[src/sv/dbts_pkg.sv]
// ----------------------------------------------------------------------------
// dbts_pkg
// Shared types, register codes and the angle-to-pulse table for the
// debounced toggle servo position block.
// ----------------------------------------------------------------------------
package dbts_pkg;

    // Configuration port widths and register indexes
    localparam int CFG_INDEX_W = 8;
    localparam int CFG_DATA_W  = 16;

    localparam logic [CFG_INDEX_W-1:0] REG_DEBOUNCE = 8'd0;
    localparam logic [CFG_INDEX_W-1:0] REG_LOCKOUT  = 8'd1;
    localparam logic [CFG_INDEX_W-1:0] REG_OPEN     = 8'd2;
    localparam logic [CFG_INDEX_W-1:0] REG_CLOSED   = 8'd3;

    // Reset values of the configuration registers
    localparam logic [15:0] DEBOUNCE_RST = 16'd8;
    localparam logic [15:0] LOCKOUT_RST  = 16'd50;
    localparam logic [7:0]  OPEN_RST     = 8'd90;
    localparam logic [7:0]  CLOSED_RST   = 8'd0;

    // Tick counters saturate here
    localparam logic [15:0] CNT_MAX = 16'hFFFF;

    // Servo timing constants
    localparam int          PULSE_MIN_US = 500;
    localparam int          PULSE_MAX_US = 2500;
    localparam int          ANGLE_MAX    = 180;
    localparam logic [7:0]  ANGLE_CLAMP  = 8'd180;
    localparam int          PULSE_W      = 12;

    // 20000 us period splits into a shift by 5 and a divide by 625
    localparam int PERIOD_SHIFT = 5;
    localparam int PERIOD_ODD   = 625;

    // Pulse width in us for every angle from 0 to 180 degrees
    typedef logic [ANGLE_MAX:0][PULSE_W-1:0] pulse_tbl_t;

    function automatic pulse_tbl_t build_pulse_tbl();
        pulse_tbl_t tbl;
        for (int i = 0; i <= ANGLE_MAX; i++)
        begin
            tbl[i] = PULSE_W'(PULSE_MIN_US + ((PULSE_MAX_US - PULSE_MIN_US) * i) / ANGLE_MAX);
        end
        return tbl;
    endfunction

    localparam pulse_tbl_t PULSE_TBL = build_pulse_tbl();

    // Controller states
    typedef enum logic [1:0] {
        ST_IDLE,
        ST_MUL,
        ST_FIX
    } dbts_state_t;

    // Commands from the controller to the datapath
    typedef struct packed {
        logic load;      // take a sample and update the debounce state
        logic advance;   // run the reciprocal multiply
        logic out_load;  // correct the quotient and fill the result register
    } dbts_cmd_t;

endpackage

[src/sv/debounced_toggle_servo_position.sv]
// ----------------------------------------------------------------------------
// debounced_toggle_servo_position
// Debounces a sampled push button and toggles a servo between two angles,
// reporting the PWM duty count of the current position on every sample.
// ----------------------------------------------------------------------------
// Each transfer on the input channel is one sample tick of the raw button
// level, and each sample produces exactly one result. A sample passes through
// the stage 1 register and the stage 2 register into the output register;
// the block takes no new sample until its previous result is being loaded,
// paced by the reciprocal multiply and quotient correction stages of the duty scaling.
// The result register holds a finished result while the next sample is
// already in work; if results are not taken, the pipeline stalls in its last
// stage. Configuration writes are taken in any cycle (cfg_ready is always
// high) and are meant to happen only while no sample is in work. Register 0
// is the debounce length, 1 the lockout length, 2 the open angle and 3 the
// closed angle; other indexes are ignored. Angles above 180 degrees are
// clamped, and the duty width follows DUTY_BITS.
// ----------------------------------------------------------------------------
module debounced_toggle_servo_position #(
    parameter int DUTY_BITS = 14
) (
    input  logic                              clk,
    input  logic                              rst_n,
    input  logic                              in_valid,
    output logic                              in_ready,
    input  logic                              button_level,
    output logic                              out_valid,
    input  logic                              out_ready,
    output logic                              position_open,
    output logic [DUTY_BITS-1:0]              duty_value,
    output logic                              stable_pressed,
    output logic                              toggled,
    input  logic                              cfg_valid,
    output logic                              cfg_ready,
    input  logic [dbts_pkg::CFG_INDEX_W-1:0]  cfg_index,
    input  logic [dbts_pkg::CFG_DATA_W-1:0]   cfg_data
);

    dbts_pkg::dbts_cmd_t cmd;

    // Accept configuration writes at once
    assign cfg_ready = 1'b1;

    dbts_ctrl u_ctrl (
        .clk       (clk),
        .rst_n     (rst_n),
        .in_valid  (in_valid),
        .in_ready  (in_ready),
        .out_valid (out_valid),
        .out_ready (out_ready),
        .cmd       (cmd)
    );

    dbts_dpath #(
        .DUTY_BITS (DUTY_BITS)
    ) u_dpath (
        .clk            (clk),
        .rst_n          (rst_n),
        .cmd            (cmd),
        .button_level   (button_level),
        .cfg_we         (cfg_valid),
        .cfg_index      (cfg_index),
        .cfg_data       (cfg_data),
        .position_open  (position_open),
        .duty_value     (duty_value),
        .stable_pressed (stable_pressed),
        .toggled        (toggled)
    );

endmodule

[src/sv/dbts_ctrl.sv]
// ----------------------------------------------------------------------------
// dbts_ctrl
// Sequencer for the sample pipeline and owner of the result valid flag.
// ----------------------------------------------------------------------------
module dbts_ctrl (
    input  logic                clk,
    input  logic                rst_n,
    input  logic                in_valid,
    output logic                in_ready,
    output logic                out_valid,
    input  logic                out_ready,
    output dbts_pkg::dbts_cmd_t cmd
);

    dbts_pkg::dbts_state_t state_reg;
    dbts_pkg::dbts_state_t state_next;
    logic                  out_valid_reg;
    logic                  out_valid_next;
    logic                  out_load;
    logic                  accept;

    // Drive commands and the input handshake
    always_comb
    begin
        out_load = (state_reg == dbts_pkg::ST_FIX) && (!out_valid_reg || out_ready);
        in_ready = (state_reg == dbts_pkg::ST_IDLE) || out_load;
        accept   = in_valid && in_ready;

        cmd.load     = accept;
        cmd.advance  = (state_reg == dbts_pkg::ST_MUL);
        cmd.out_load = out_load;

        out_valid_next = out_valid_reg;
        if (out_load)
        begin
            out_valid_next = 1'b1;
        end
        else if (out_ready)
        begin
            out_valid_next = 1'b0;
        end
    end

    // Advance the sequencer
    always_comb
    begin
        state_next = state_reg;
        unique case (state_reg)
            dbts_pkg::ST_IDLE:
            begin
                if (accept)
                begin
                    state_next = dbts_pkg::ST_MUL;
                end
            end
            dbts_pkg::ST_MUL:
            begin
                state_next = dbts_pkg::ST_FIX;
            end
            dbts_pkg::ST_FIX:
            begin
                if (out_load)
                begin
                    state_next = accept ? dbts_pkg::ST_MUL : dbts_pkg::ST_IDLE;
                end
            end
            default:
            begin
                state_next = dbts_pkg::ST_IDLE;
            end
        endcase
    end

    // Hold state and result valid
    always_ff @(posedge clk or negedge rst_n)
    begin
        if (!rst_n)
        begin
            state_reg     <= dbts_pkg::ST_IDLE;
            out_valid_reg <= 1'b0;
        end
        else
        begin
            state_reg     <= state_next;
            out_valid_reg <= out_valid_next;
        end
    end

    assign out_valid = out_valid_reg;

endmodule

[src/sv/dbts_dpath.sv]
// ----------------------------------------------------------------------------
// dbts_dpath
// Configuration registers, debounce and lockout state, and the duty
// scaling pipeline with its result register.
// ----------------------------------------------------------------------------
module dbts_dpath #(
    parameter int DUTY_BITS = 14
) (
    input  logic                                clk,
    input  logic                                rst_n,
    input  dbts_pkg::dbts_cmd_t                 cmd,
    input  logic                                button_level,
    input  logic                                cfg_we,
    input  logic [dbts_pkg::CFG_INDEX_W-1:0]    cfg_index,
    input  logic [dbts_pkg::CFG_DATA_W-1:0]     cfg_data,
    output logic                                position_open,
    output logic [DUTY_BITS-1:0]                duty_value,
    output logic                                stable_pressed,
    output logic                                toggled
);

    // Widths of the scaling path
    localparam int PW    = DUTY_BITS + dbts_pkg::PULSE_W;     // pulse * (2^B - 1)
    localparam int XW    = PW - dbts_pkg::PERIOD_SHIFT;        // after the shift by 5
    localparam int SHIFT = XW;
    localparam longint unsigned RECIP = (64'd1 << SHIFT) / 64'd625;
    localparam int MW    = $clog2(RECIP + 1);
    localparam int MULW  = XW + MW;

    // Configuration registers
    logic [15:0] debounce_reg;
    logic [15:0] lockout_reg;
    logic [7:0]  open_reg;
    logic [7:0]  closed_reg;

    // Debounce and lockout state
    logic        primed_reg,       primed_next;
    logic        raw_reg,          raw_next;
    logic        stable_reg,       stable_next;
    logic [15:0] since_change_reg, since_change_next;
    logic [15:0] since_toggle_reg, since_toggle_next;
    logic        is_open_reg,      is_open_next;
    logic        toggle_now;

    // Pipeline registers
    logic [XW-1:0]        x1_reg;
    logic                 open1_reg, stable1_reg, tog1_reg;
    logic [XW-1:0]        x2_reg;
    logic [DUTY_BITS-1:0] q2_reg;
    logic                 open2_reg, stable2_reg, tog2_reg;
    logic                 open_out_reg, stable_out_reg, tog_out_reg;
    logic [DUTY_BITS-1:0] duty_out_reg;

    logic [7:0]           angle;
    logic [7:0]           angle_c;
    logic [dbts_pkg::PULSE_W-1:0] pulse;
    logic [PW-1:0]        prod;
    logic [MULW-1:0]      mul_full;
    logic [MULW-1:0]      mul_shift;
    logic [XW-1:0]        back_mul;
    logic [XW-1:0]        rem;
    logic [DUTY_BITS-1:0] duty_fix;

    // Write configuration registers
    always_ff @(posedge clk or negedge rst_n)
    begin
        if (!rst_n)
        begin
            debounce_reg <= dbts_pkg::DEBOUNCE_RST;
            lockout_reg  <= dbts_pkg::LOCKOUT_RST;
            open_reg     <= dbts_pkg::OPEN_RST;
            closed_reg   <= dbts_pkg::CLOSED_RST;
        end
        else if (cfg_we)
        begin
            unique case (cfg_index)
                dbts_pkg::REG_DEBOUNCE: debounce_reg <= cfg_data;
                dbts_pkg::REG_LOCKOUT:  lockout_reg  <= cfg_data;
                dbts_pkg::REG_OPEN:     open_reg     <= cfg_data[7:0];
                dbts_pkg::REG_CLOSED:   closed_reg   <= cfg_data[7:0];
                default:                ;
            endcase
        end
    end

    // Update debounce and lockout state for one sample
    always_comb
    begin
        primed_next       = 1'b1;
        raw_next          = raw_reg;
        stable_next       = stable_reg;
        since_change_next = since_change_reg;
        since_toggle_next = since_toggle_reg;
        is_open_next      = is_open_reg;
        toggle_now        = 1'b0;
        if (!primed_reg)
        begin
            raw_next          = button_level;
            stable_next       = button_level;
            since_change_next = 16'd0;
        end
        else
        begin
            since_change_next = (since_change_reg == dbts_pkg::CNT_MAX) ?
                                since_change_reg : since_change_reg + 16'd1;
            since_toggle_next = (since_toggle_reg == dbts_pkg::CNT_MAX) ?
                                since_toggle_reg : since_toggle_reg + 16'd1;
            if (button_level != raw_reg)
            begin
                raw_next          = button_level;
                since_change_next = 16'd0;
            end
            if ((since_change_next >= debounce_reg) && (stable_reg != raw_next))
            begin
                stable_next = raw_next;
                if (raw_next && (since_toggle_next >= lockout_reg))
                begin
                    is_open_next      = ~is_open_reg;
                    since_toggle_next = 16'd0;
                    toggle_now        = 1'b1;
                end
            end
        end
    end

    always_ff @(posedge clk or negedge rst_n)
    begin
        if (!rst_n)
        begin
            primed_reg       <= 1'b0;
            raw_reg          <= 1'b0;
            stable_reg       <= 1'b0;
            since_change_reg <= 16'd0;
            since_toggle_reg <= dbts_pkg::CNT_MAX;
            is_open_reg      <= 1'b0;
        end
        else if (cmd.load)
        begin
            primed_reg       <= primed_next;
            raw_reg          <= raw_next;
            stable_reg       <= stable_next;
            since_change_reg <= since_change_next;
            since_toggle_reg <= since_toggle_next;
            is_open_reg      <= is_open_next;
        end
    end

    // Look up the pulse and scale by 2^B - 1 with a shift and subtract
    always_comb
    begin
        angle   = is_open_next ? open_reg : closed_reg;
        angle_c = (angle > dbts_pkg::ANGLE_CLAMP) ? dbts_pkg::ANGLE_CLAMP : angle;
        pulse   = dbts_pkg::PULSE_TBL[angle_c];
        prod    = (PW'(pulse) << DUTY_BITS) - PW'(pulse);
    end

    // Stage 1: capture scaled pulse and result flags
    always_ff @(posedge clk)
    begin
        if (cmd.load)
        begin
            x1_reg      <= prod[PW-1:dbts_pkg::PERIOD_SHIFT];
            open1_reg   <= is_open_next;
            stable1_reg <= stable_next;
            tog1_reg    <= toggle_now;
        end
    end

    // Stage 2: estimate the quotient by 625 with a reciprocal multiply
    assign mul_full  = MULW'(x1_reg) * MULW'(RECIP);
    assign mul_shift = mul_full >> SHIFT;

    always_ff @(posedge clk)
    begin
        if (cmd.advance)
        begin
            x2_reg      <= x1_reg;
            q2_reg      <= mul_shift[DUTY_BITS-1:0];
            open2_reg   <= open1_reg;
            stable2_reg <= stable1_reg;
            tog2_reg    <= tog1_reg;
        end
    end

    // Stage 3: the estimate is low by at most one, fix it from the remainder
    assign back_mul = XW'(q2_reg) * XW'(dbts_pkg::PERIOD_ODD);
    assign rem      = x2_reg - back_mul;
    assign duty_fix = (rem >= XW'(dbts_pkg::PERIOD_ODD)) ? q2_reg + DUTY_BITS'(1) : q2_reg;

    always_ff @(posedge clk)
    begin
        if (cmd.out_load)
        begin
            duty_out_reg   <= duty_fix;
            open_out_reg   <= open2_reg;
            stable_out_reg <= stable2_reg;
            tog_out_reg    <= tog2_reg;
        end
    end

    assign position_open  = open_out_reg;
    assign duty_value     = duty_out_reg;
    assign stable_pressed = stable_out_reg;
    assign toggled        = tog_out_reg;

endmodule

[config.mk]
export PLATFORM = sky130hd
export DESIGN_NAME = debounced_toggle_servo_position
export DESIGN_NICKNAME = d
export VERILOG_FILES = /design/src/sv/dbts_pkg.sv /design/src/sv/debounced_toggle_servo_position.sv /design/src/sv/dbts_ctrl.sv /design/src/sv/dbts_dpath.sv
export SDC_FILE = /design/constraint.sdc
export NUM_CORES = 1
export LEC_CHECK = 0
export BUFFER_PORTS_ARGS = -buffer_cell sky130_fd_sc_hd__buf_2
export CAP_MARGIN = 20
export CORE_MARGIN = 8
export CORE_UTILIZATION = 55
export DETAILED_ROUTE_END_ITERATION = 8
export MAX_ROUTING_LAYER = met4
export PLACE_DENSITY = 0.74
export SYNTH_ARGS = -nofsm -noshare
export SYNTH_HDL_FRONTEND = slang
export SYNTH_SLANG_ARGS = --single-unit
export TNS_END_PERCENT = 20
[constraint.sdc]
create_clock -name clk -period 6.95 [get_ports clk]
set_input_delay 0 -clock clk [delete_from_list [all_inputs] [get_ports clk]]
set_output_delay 0 -clock clk [all_outputs]
set_load 0.02 [all_outputs]
==> out/results.txt, run 1 <==
Outcome: completed
Clock root buffer: clkbuf_16
Period Utilization, post-route: 97.38%
RSZ-0062 raised after global routing: true
Post-synth EDFFs: 76
Post-layout min period: 6.768 ns
IO Port Bufs: 47
Routed via count: 15934
IO Count: 50
Vias in the first global route: 16175
Hold Violations, Final: 0
Routed Antenna Nets: 0
Req. time, crit path: 7.14 ns
# setup viols final: 0
Global Route Usage Sum: 30.59%
Slowest CP cell: dfstp_2
DRT Pass-1 Iters: 6
Hold/Removal Path Class: input port to register
Final Skew: 0.01611 ns
H-tree levels: 4
Yosys top cell by area: ha_1
N_diodes: 0
Vias/cell: 6.136
Clock sink total: 163
Clock latency at the later pin of the worst-skew pair: 0.45 ns
R2R cell count: 32
Max Slew Vio Count: 0
Die Footprint: 39850 um2
WHS Path Cells: 5
Worst-Margin Slew: 1.129 ns
YS warnings: 0
Data arrival, critical path: 6.96 ns
Largest net degree at the start of global routing: 64
Top post-synthesis cells by area: ha_1 15%, fa_1 14%, edfxtp_1 12%, dfrtp_1 8.5%, inv_1 7.0%
Reg2reg setup slack: 0.18 ns
Mapped cell area: 18540 um2
TritonCTS clock tree: yes
Max Cap Viol: 0
Worst-path clk slew: 0.07 ns
Die span in y: 199.6 um
Slew headroom: 24.06%
Number of cell rows: 67
CP startpoint: u_dpath.since_toggle_reg[3]
Detailed placement HPWL: 44720 um
Initial Utilization: 55.58%
First-pass GRT wire length: 91230 um
Worst path max stage delay: 0.59 ns
CTS buffer count: 17
Terminus of the critical flop-to-flop path: u_dpath.x1_reg[5]
WS Path Type: register to register
Fin nets: 2507
Initial antenna violation count: 0
Critical path startpoint category: register
Most used cell, CP: buf_4
Area Overhead vs Synth: 11.96%
CP endpoint kind: register
GP Congestion: 0.9808
Crit Path Max Fanout: 7
Total gr overflow: 0
Die W: 199.6 um
Remaining DRCs: 0
Initial DRC count: 1467
Main flop type after synthesis: edfxtp_1
Synth Area per Inst: 9.121 um2
CP Capture Point: u_dpath.x1_reg[5]
Register area share after synthesis: 24.21%
Hold Slack: 0.1163 ns
FMAX: 147.8 MHz
Routed wire length: 57900 um
Cells after Synth: 2033
Synth Register Bits: 163
Layout cells sized above 1: 15.87%
Post-synth top area share: 14.51%
Core ar.: 33360 um2
FF-to-FF Start: u_dpath.since_toggle_reg[3]
Count of different cell masters after synthesis: 111
DR WL/cell: 22.29 um
Clock Path Buffers: 2
Share of synthesized registers carrying an async set or reset: 53.37%
-- layer usage --
layer,wire (um),part of all wire (%),global-route usage [%]
met5,0,0,-
met4,2200,3.8,11.61
met3,3513,6.1,3.823
met2,28110,49,50.31
met1,24070,42,38.29
-- critical path: cells and delay by family, from the launching register on --
family	cells	cell delay, ns
AO/OA/AOI/OAI	8	1.62
XOR/XNOR	2	0.40
adder cells (fa/ha/maj)	2	0.54
buffers and inverters	6	0.92
flip-flops	1	0.59
multiplexers	1	0.17
AND/OR/NAND/NOR	13	2.27
-- worst min path at each step --
stage	startpoint	slack, ns	end
floorplan	rst_n	-0.30	u_ctrl.out_valid
global placement	rst_n	-0.09	u_dpath.lockout_reg[0]
detailed placement	rst_n	-0.08	u_dpath.lockout_reg[0]
CTS	cfg_index[1]	0.09	u_dpath.debounce_reg[3]
global route	cfg_index[0]	0.14	u_dpath.open_reg[4]
finish	cfg_index[1]	0.12	u_dpath.debounce_reg[3]
-- placed cells by master, fill, tap and decap left out, types with 13 or more instances in the layout --
master and n:
or3_1 13, ha_1 208, nor2_1 108, nand2b_1 19, inv_1 344, nand3_1 42, mux2i_1 20, dlygate4sd3_1 20
dfrtp_1 63, buf_4 94, a211oi_1 14, xor2_1 25, o21a_1 18, nand2_1 145, a31oi_1 19, nand4_1 25
o211ai_1 18, fa_1 126, o21ai_0 90, a21oi_1 79, edfxtp_1 76, dfstp_2 24, nor3_1 35, a21o_1 21
buf_2 46, clkbuf_16 18, mux2_2 40, xnor2_1 48, nor2b_1 20, a22o_1 28
-- metrics by stage --
step / cells / util (%) / setup TNS (ns) / area, um2 / setup slack (ns)
finish: 2597 / 62.22 / 0 / 20760 / 0.1823
global route: 2597 / 62.22 / -1.610 / 20760 / -0.1879
CTS: 2593 / 61.37 / 0 / 20470 / 0.01895
detailed placement: 2539 / 58.94 / -1.109 / 19670 / -0.1918
global placement: 2539 / 58.94 / -2.015 / 19670 / -0.2802
floorplan: 2035 / - / 0 / 18560 / 0.01592
-- repair_timing --
item,CTS,global route
hold buffers,20,0
gates resized for setup,2,54
pin swaps,1,10
setup buffers,2,4
endpoints found under the setup margin,10,18
endpoints found under the hold margin,75,0
-- synth_stat cells, types with 19 or more instances --
cell type and n:
dfstp_2 24, nor2b_1 21, a31oi_1 20, nand4_1 25
a22o_1 28, nand2b_1 19, dfrtp_1 63, a21o_1 21
fa_1 126, mux2i_1 21, a211oi_1 19, mux2_2 40
xnor2_1 48, nand2_1 146, clkbuf_1 41, o21ai_0 90
nand3_1 43, inv_1 347, xor2_1 26, ha_1 215
edfxtp_1 76, nor2_1 115, a21oi_1 79, buf_2 21
nor3_1 37
-- final cells by class --
type,instances,area [um2]
inverters,352,1324
clock buffers,19,464.2
multi-input cells,1440,12630
repair buffers,162,1176
fillers,2829,12600
clock inverters,13,116.4
flip-flops and latches,163,4489
well taps,448,560.5
-- cells by family after synthesis --
family | synth area share, %
AO/OA/AOI/OAI | 16.66
XOR/XNOR | 3.495
adder cells (fa/ha/maj) | 28.11
buffers and inverters | 9.352
flip-flops | 24.21
multiplexers | 3.900
other | 0.04050
AND/OR/NAND/NOR | 14.23
Power of run 1 is not shown: default switching activity piles up to over one toggle a cycle in this logic, so the estimate is an artifact.
==> inputs of run 2 (changes only) <==
==> constraint.sdc (replaced) <==
create_clock -name clk -period 5.66 [get_ports clk]
set_input_delay 0 -clock clk [delete_from_list [all_inputs] [get_ports clk]]
set_output_delay 0 -clock clk [all_outputs]
set_load 0.02 [all_outputs]
==> run 2 against run 1 <==
Net effect:
- the run now ends with negative setup slack left
- global-route usage increased by 1.9 points
- fmax increased by 4.1%
- highest routed layer unchanged
- routed wire length up 7.6%
- design area increased by 14%
- clock skew rose by 0.0039 ns
- first-iteration DRC count is 7.8% higher
- non-clock buffer count rose by 318
==> out/results.txt, run 2 (same netlist as run 1, synthesis figures left out) <==
Final Skew: 0.01998 ns (was 0.01611 ns)
Outcome: finished with violations (was completed)
H-tree levels: 4 (unchanged)
Core ar.: 33360 um2 (unchanged)
Global Route Usage Sum: 32.44% (was 30.59%)
Vias in the first global route: 17915 (was 16175)
CP endpoint kind: register (unchanged)
Die span in y: 199.6 um (unchanged)
FMAX: 153.9 MHz (was 147.8 MHz)
Routed via count: 17314 (was 15934)
DR WL/cell: 21.37 um (was 22.29 um)
Commonest non-fill, non-tap cell in the layout: buf_4 (was inv_1)
Initial DRC count: 1581 (was 1467)
# setup viols final: 28 (was 0)
Slew headroom: 31.28% (was 24.06%)
Clock root buffer: clkbuf_16 (unchanged)
FF-to-FF Start: u_dpath.since_change_reg[6] (was u_dpath.since_toggle_reg[3])
Largest net degree at the start of global routing: 50 (was 64)
Max Cap Viol: 0 (unchanged)
Clock Path Buffers: 2 (unchanged)
Req. time, crit path: 5.85 ns (was 7.14 ns)
Routed Antenna Nets: 0 (unchanged)
Util after Layout: 71.11% (was 62.22%)
Initial antenna violation count: 0 (unchanged)
Commonest cells after routing, fill and taps aside: 397 x buf_4, 341 x inv_1, 207 x ha_1, 144 x nand2_1, 126 x fa_1 (was 344 x inv_1, 208 x ha_1, 145 x nand2_1, 126 x fa_1, 108 x nor2_1)
Sequential cell area: 4489 um2 (unchanged)
First-pass GRT wire length: 96790 um (was 91230 um)
DRT Pass-1 Iters: 7 (was 6)
GP Congestion: 0.9835 (was 0.9808)
Number of cell rows: 67 (unchanged)
Crit Path Max Fanout: 6 (was 7)
WS Path Type: register to register (unchanged)
Die W: 199.6 um (unchanged)
Routed wire length: 62300 um (was 57900 um)
Terminus of the critical flop-to-flop path: u_dpath.x1_reg[5] (unchanged)
IO Port Bufs: 47 (unchanged)
Worst-Margin Slew: 1.029 ns (was 1.129 ns)
Initial Utilization: 55.58% (unchanged)
IO Count: 50 (unchanged)
Data arrival, critical path: 6.69 ns (was 6.96 ns)
Clock sink total: 163 (unchanged)
Clock latency at the later pin of the worst-skew pair: 0.46 ns (was 0.45 ns)
Slowest CP cell: or3_4 (was dfstp_2)
Max Slew Vio Count: 0 (unchanged)
Multi-input logic area: 13080 um2 (was 12630 um2)
TritonCTS clock tree: yes (unchanged)
Fillers: 2522 (was 2829)
Fin nets: 2825 (was 2507)
Worst path max stage delay: 0.38 ns (was 0.59 ns)
Hold/Removal Path Class: input port to async pin (was input port to register)
Critical path startpoint category: register (unchanged)
Period Utilization, post-route: 114.8% (was 97.38%)
RSZ-0062 raised after global routing: true (unchanged)
CTS buffer count: 17 (unchanged)
Layout cells sized above 1: 28.82% (was 15.87%)
R2R cell count: 35 (was 32)
Hold Violations, Final: 0 (unchanged)
Remaining DRCs: 0 (unchanged)
Reg2reg setup slack: -0.84 ns (was 0.18 ns)
Post-layout min period: 6.499 ns (was 6.768 ns)
Vias/cell: 5.940 (was 6.136)
Worst-path clk slew: 0.07 ns (about the same)
Worst Slack Setup Final: -0.8393 ns (was 0.1823 ns)
Area Overhead vs Synth: 27.95% (was 11.96%)
Failing checks: negative setup slack
Die Footprint: 39850 um2 (unchanged)
Detailed placement HPWL: 48330 um (was 44720 um)
Total gr overflow: 0 (unchanged)
N_diodes: 0 (unchanged)
-- run 2: worst max-delay path: cells and delay by family (launching register included) --
kind	cells	cell delay [ns]
simple gates	16	2.51
compound gates	8	1.58
buf+inv	6	0.74
fa+ha+maj	2	0.51
flops	1	0.37
xor+xnor	2	0.36
mux	1	0.16
-- run 2: worst max-delay path by stage --
stage	start	endpoint	slack (ns)	cells past startpoint
floorplan	u_dpath.since_change_reg[5]	u_dpath.x1_reg[5]	-0.62	34
global placement	u_dpath.since_toggle_reg[8]	u_dpath.x1_reg[15]	-0.77	29
detailed placement	u_dpath.since_toggle_reg[8]	u_dpath.x1_reg[5]	-0.96	32
CTS	u_dpath.since_toggle_reg[6]	u_dpath.x1_reg[5]	-0.59	34
global route	u_dpath.since_change_reg[6]	u_dpath.x1_reg[5]	-1.10	32
finish	u_dpath.since_change_reg[6]	u_dpath.x1_reg[5]	-0.84	35
-- run 2: cell type report --
cell class	instances	area share (%)
flip-flops and latches	163	18.92
inverters	352	5.601
clock buffers	19	1.867
well taps	448	2.363
repair buffers	480	15.45
clock inverters	13	0.6803
multi-input cells	1440	55.12
-- run 2: timing repair --
action,4_1_cts,5_1_grt
hold endpoints to repair,89,0
resized for setup,75,46
hold buffers,19,0
pin swaps,41,32
buffers inserted,22,16
setup endpoints to repair,31,39
-- run 2: per-layer routing --
layer | track usage (%) | wire, um | share of wire, % | up-vias
met5 | - | 0 | 0 | -
met4 | 14.47 | 2841 | 4.6 | 0
met3 | 5.490 | 4359 | 7.0 | 206
met2 | 53.23 | 30280 | 49 | 810
met1 | 38.97 | 24810 | 40 | 8389
li1 | - | - | - | 7909
-- run 2: through the flow --
stage | setup WS [ns] | instance area (um2) | instances | hold slack, ns | TNS [ns]
2_1_floorplan | -0.6167 | 18720 | 2035 | -0.2956 | -7.814
3_3_place_gp | -0.7673 | 22010 | 2826 | -0.007343 | -11.40
3_5_place_dp | -0.9648 | 22010 | 2826 | -0.004679 | -15.58
4_1_cts | -0.5880 | 23330 | 2899 | 0.05645 | -9.332
5_1_grt | -1.103 | 23730 | 2915 | 0.1204 | -22.52
6_report | -0.8393 | 23730 | 2915 | 0.06391 | -14.51
Power of run 2 is left out for the same reason.
==> inputs of run 3 (changes only) <==
--- a/config.mk
+++ b/config.mk
@@ -7,11 +7,13 @@
 export LEC_CHECK = 0
 export BUFFER_PORTS_ARGS = -buffer_cell sky130_fd_sc_hd__buf_2
 export CAP_MARGIN = 20
+export CELL_PAD_IN_SITES_DETAIL_PLACEMENT = 2
+export CELL_PAD_IN_SITES_GLOBAL_PLACEMENT = 2
 export CORE_MARGIN = 8
-export CORE_UTILIZATION = 55
+export CORE_UTILIZATION = 38
 export DETAILED_ROUTE_END_ITERATION = 8
 export MAX_ROUTING_LAYER = met4
-export PLACE_DENSITY = 0.74
+export PLACE_DENSITY_LB_ADDON = 0.1
 export SYNTH_ARGS = -nofsm -noshare
 export SYNTH_HDL_FRONTEND = slang
 export SYNTH_SLANG_ARGS = --single-unit
==> run 3 against run 2 <==
Net effect:
- the run still ends with negative setup slack left
- routed wire length rose by 37%
- critical path depth did not move
- register-to-register slack worse by 0.25 ns
- core utilization decreased by 21 points
- clock skew shrank 0.0039 ns
- die area is 41% higher
- setup slack got worse by 0.25 ns
- flip-flop and latch count unchanged
- via count is 4.3% higher
- final cell count rose by 7.3%
- critical path type unchanged
- critical endpoint is now u_dpath.x1_reg[18]
- highest routed layer unchanged
==> out/results.txt, run 3 (same netlist as run 1, synthesis figures left out) <==
Outcome: finished with violations (unchanged)
Failing checks: negative setup slack (unchanged)
Max Slew Vio Count: 0 (unchanged)
Worst Slack Setup Final: -1.092 ns (was -0.8393 ns)
Vias in the first global route: 20585 (was 17915)
Hold/Removal Path Class: input port to register (was input port to async pin)
# setup viols final: 35 (was 28)
Most used cell, CP: buf_4
H-tree levels: 4 (unchanged)
GP Congestion: 0.9706 (was 0.9835)
IO Count: 50 (unchanged)
Worst-path clk slew: 0.08 ns (was 0.07 ns)
Max Cap Viol: 0 (unchanged)
Layout cells sized above 1: 30.23% (was 28.82%)
Area Overhead vs Synth: 31.34% (was 27.95%)
Initial Utilization: 38.20% (was 55.58%)
Clock sink total: 163 (unchanged)
Data arrival, critical path: 6.99 ns (was 6.69 ns)
R2R cell count: 35 (unchanged)
DR WL/cell: 27.23 um (was 21.37 um)
Dpl cell area: 22470 um2 (was 22010 um2)
WHS Path Cells: 3
Period Utilization, post-route: 119.3% (was 114.8%)
Routed via count: 18059 (was 17314)
Worst path max stage delay: 0.58 ns (was 0.38 ns)
IO Port Bufs: 47 (unchanged)
Die W: 236.9 um (was 199.6 um)
Detailed placement HPWL: 62700 um (was 48330 um)
Worst-Margin Slew: 1.041 ns (was 1.029 ns)
Post-route design area: 24350 um2 (was 23730 um2)
First-pass GRT wire length: 126400 um (was 96790 um)
Global Route Usage Sum: 30.12% (was 32.44%)
Number of cell rows: 81 (was 67)
FMAX: 148.1 MHz (was 153.9 MHz)
Hold Violations, Final: 0 (unchanged)
Fin nets: 2862 (was 2825)
TritonCTS clock tree: yes (unchanged)
RSZ-0062 raised after global routing: true (unchanged)
CP endpoint kind: register (unchanged)
Final Skew: 0.01604 ns (was 0.01998 ns)
Req. time, crit path: 5.89 ns (was 5.85 ns)
WS Path Type: register to register (unchanged)
Clock latency at the later pin of the worst-skew pair: 0.50 ns (was 0.46 ns)
Clock Path Buffers: 2 (unchanged)
Core ar.: 48550 um2 (was 33360 um2)
Die span in y: 236.9 um (was 199.6 um)
Commonest non-fill, non-tap cell in the layout: buf_4 (unchanged)
Slew headroom: 30.41% (was 31.28%)
Remaining DRCs: 0 (unchanged)
DRT Pass-1 Iters: 5 (was 7)
Initial DRC count: 1024 (was 1581)
Pre-CTS setup slack: -1.072 ns (was -0.9648 ns)
Largest net degree at the start of global routing: 55 (was 50)
Routed wire length: 85160 um (was 62300 um)
Vias/cell: 5.775 (was 5.940)
Critical path startpoint category: register (unchanged)
Crit Path Max Fanout: 8 (was 6)
Total gr overflow: 0 (unchanged)
Initial antenna violation count: 1 (was 0)
Clock root buffer: clkbuf_16 (unchanged)
Post-layout min period: 6.752 ns (was 6.499 ns)
Commonest cells after routing, fill and taps aside: 433 x buf_4, 337 x inv_1, 207 x ha_1, 142 x nand2_1, 126 x fa_1 (was 397 x buf_4, 341 x inv_1, 207 x ha_1, 144 x nand2_1, 126 x fa_1)
Slowest CP cell: dfstp_2 (was or3_4)
Setup TNS: -19.56 ns (was -14.51 ns)
Die Footprint: 56120 um2 (was 39850 um2)
Routed Antenna Nets: 0 (unchanged)
CTS buffer count: 17 (unchanged)
run 3: layout make-up:
type	instances	area, um2
Fill cell	5160	24190
Clock inverter	13	140.1
Clock buffer	19	452.9
Sequential cell	163	4489
Timing Repair Buffer	517	3974
Multi-Input combinational cell	1440	13190
Antenna cell	1	2.502
Tap cell	622	778.2
Inverter	352	1329
run 3: final timing paths:
path / from / to / slack [ns]
min in group asynchronous: rst_n / u_dpath.since_toggle_reg[13] / 0.19
max in group asynchronous: rst_n / u_dpath.open_reg[7] / 4.15
min reg2reg: u_dpath.stable1_reg / u_dpath.stable2_reg / 0.43
max: u_dpath.since_toggle_reg[8] / u_dpath.x1_reg[18] / -1.09
min: cfg_index[0] / u_dpath.open_reg[1] / 0.09
max reg2reg: u_dpath.since_toggle_reg[8] / u_dpath.x1_reg[18] / -1.09
run 3: repair_timing:
item                                    in CTS  in global routing
hold buffers                                21                  0
pin swaps                                   56                 45
setup buffers                               26                 16
endpoints found under the hold margin       89                  0
resized for setup                          106                 32
endpoints found under the setup margin      40                 40
run 3: worst max-delay path, delay by kind of cell, from the launching register on:
kind	cells	cell delay, ns
compound gates	6	0.91
simple gates	15	2.18
buf+inv	9	1.48
mux	1	0.29
fa+ha+maj	2	0.50
xor+xnor	2	0.51
flops	1	0.58
run 3: metrics by stage:
step / utilization, % / std cells / hold WS (ns)
floorplan: - / 2035 / -0.2956
global placement: 46.29 / 3030 / -0.03047
detailed placement: 46.29 / 3030 / -0.01462
CTS: 49.42 / 3109 / 0.05993
global route: 50.17 / 3127 / 0.1021
finish: 50.17 / 3127 / 0.08655
run 3: routing by layer:
layer | share of wire (%) | vias up | GRT usage [%]
li1 | - | 7966 | -
met1 | 40 | 9296 | 33.81
met2 | 51 | 568 | 52.95
met3 | 4.3 | 229 | 4.778
met4 | 4.8 | 0 | 12.53
met5 | 0 | - | -
Power of run 3 is left out for the same reason.
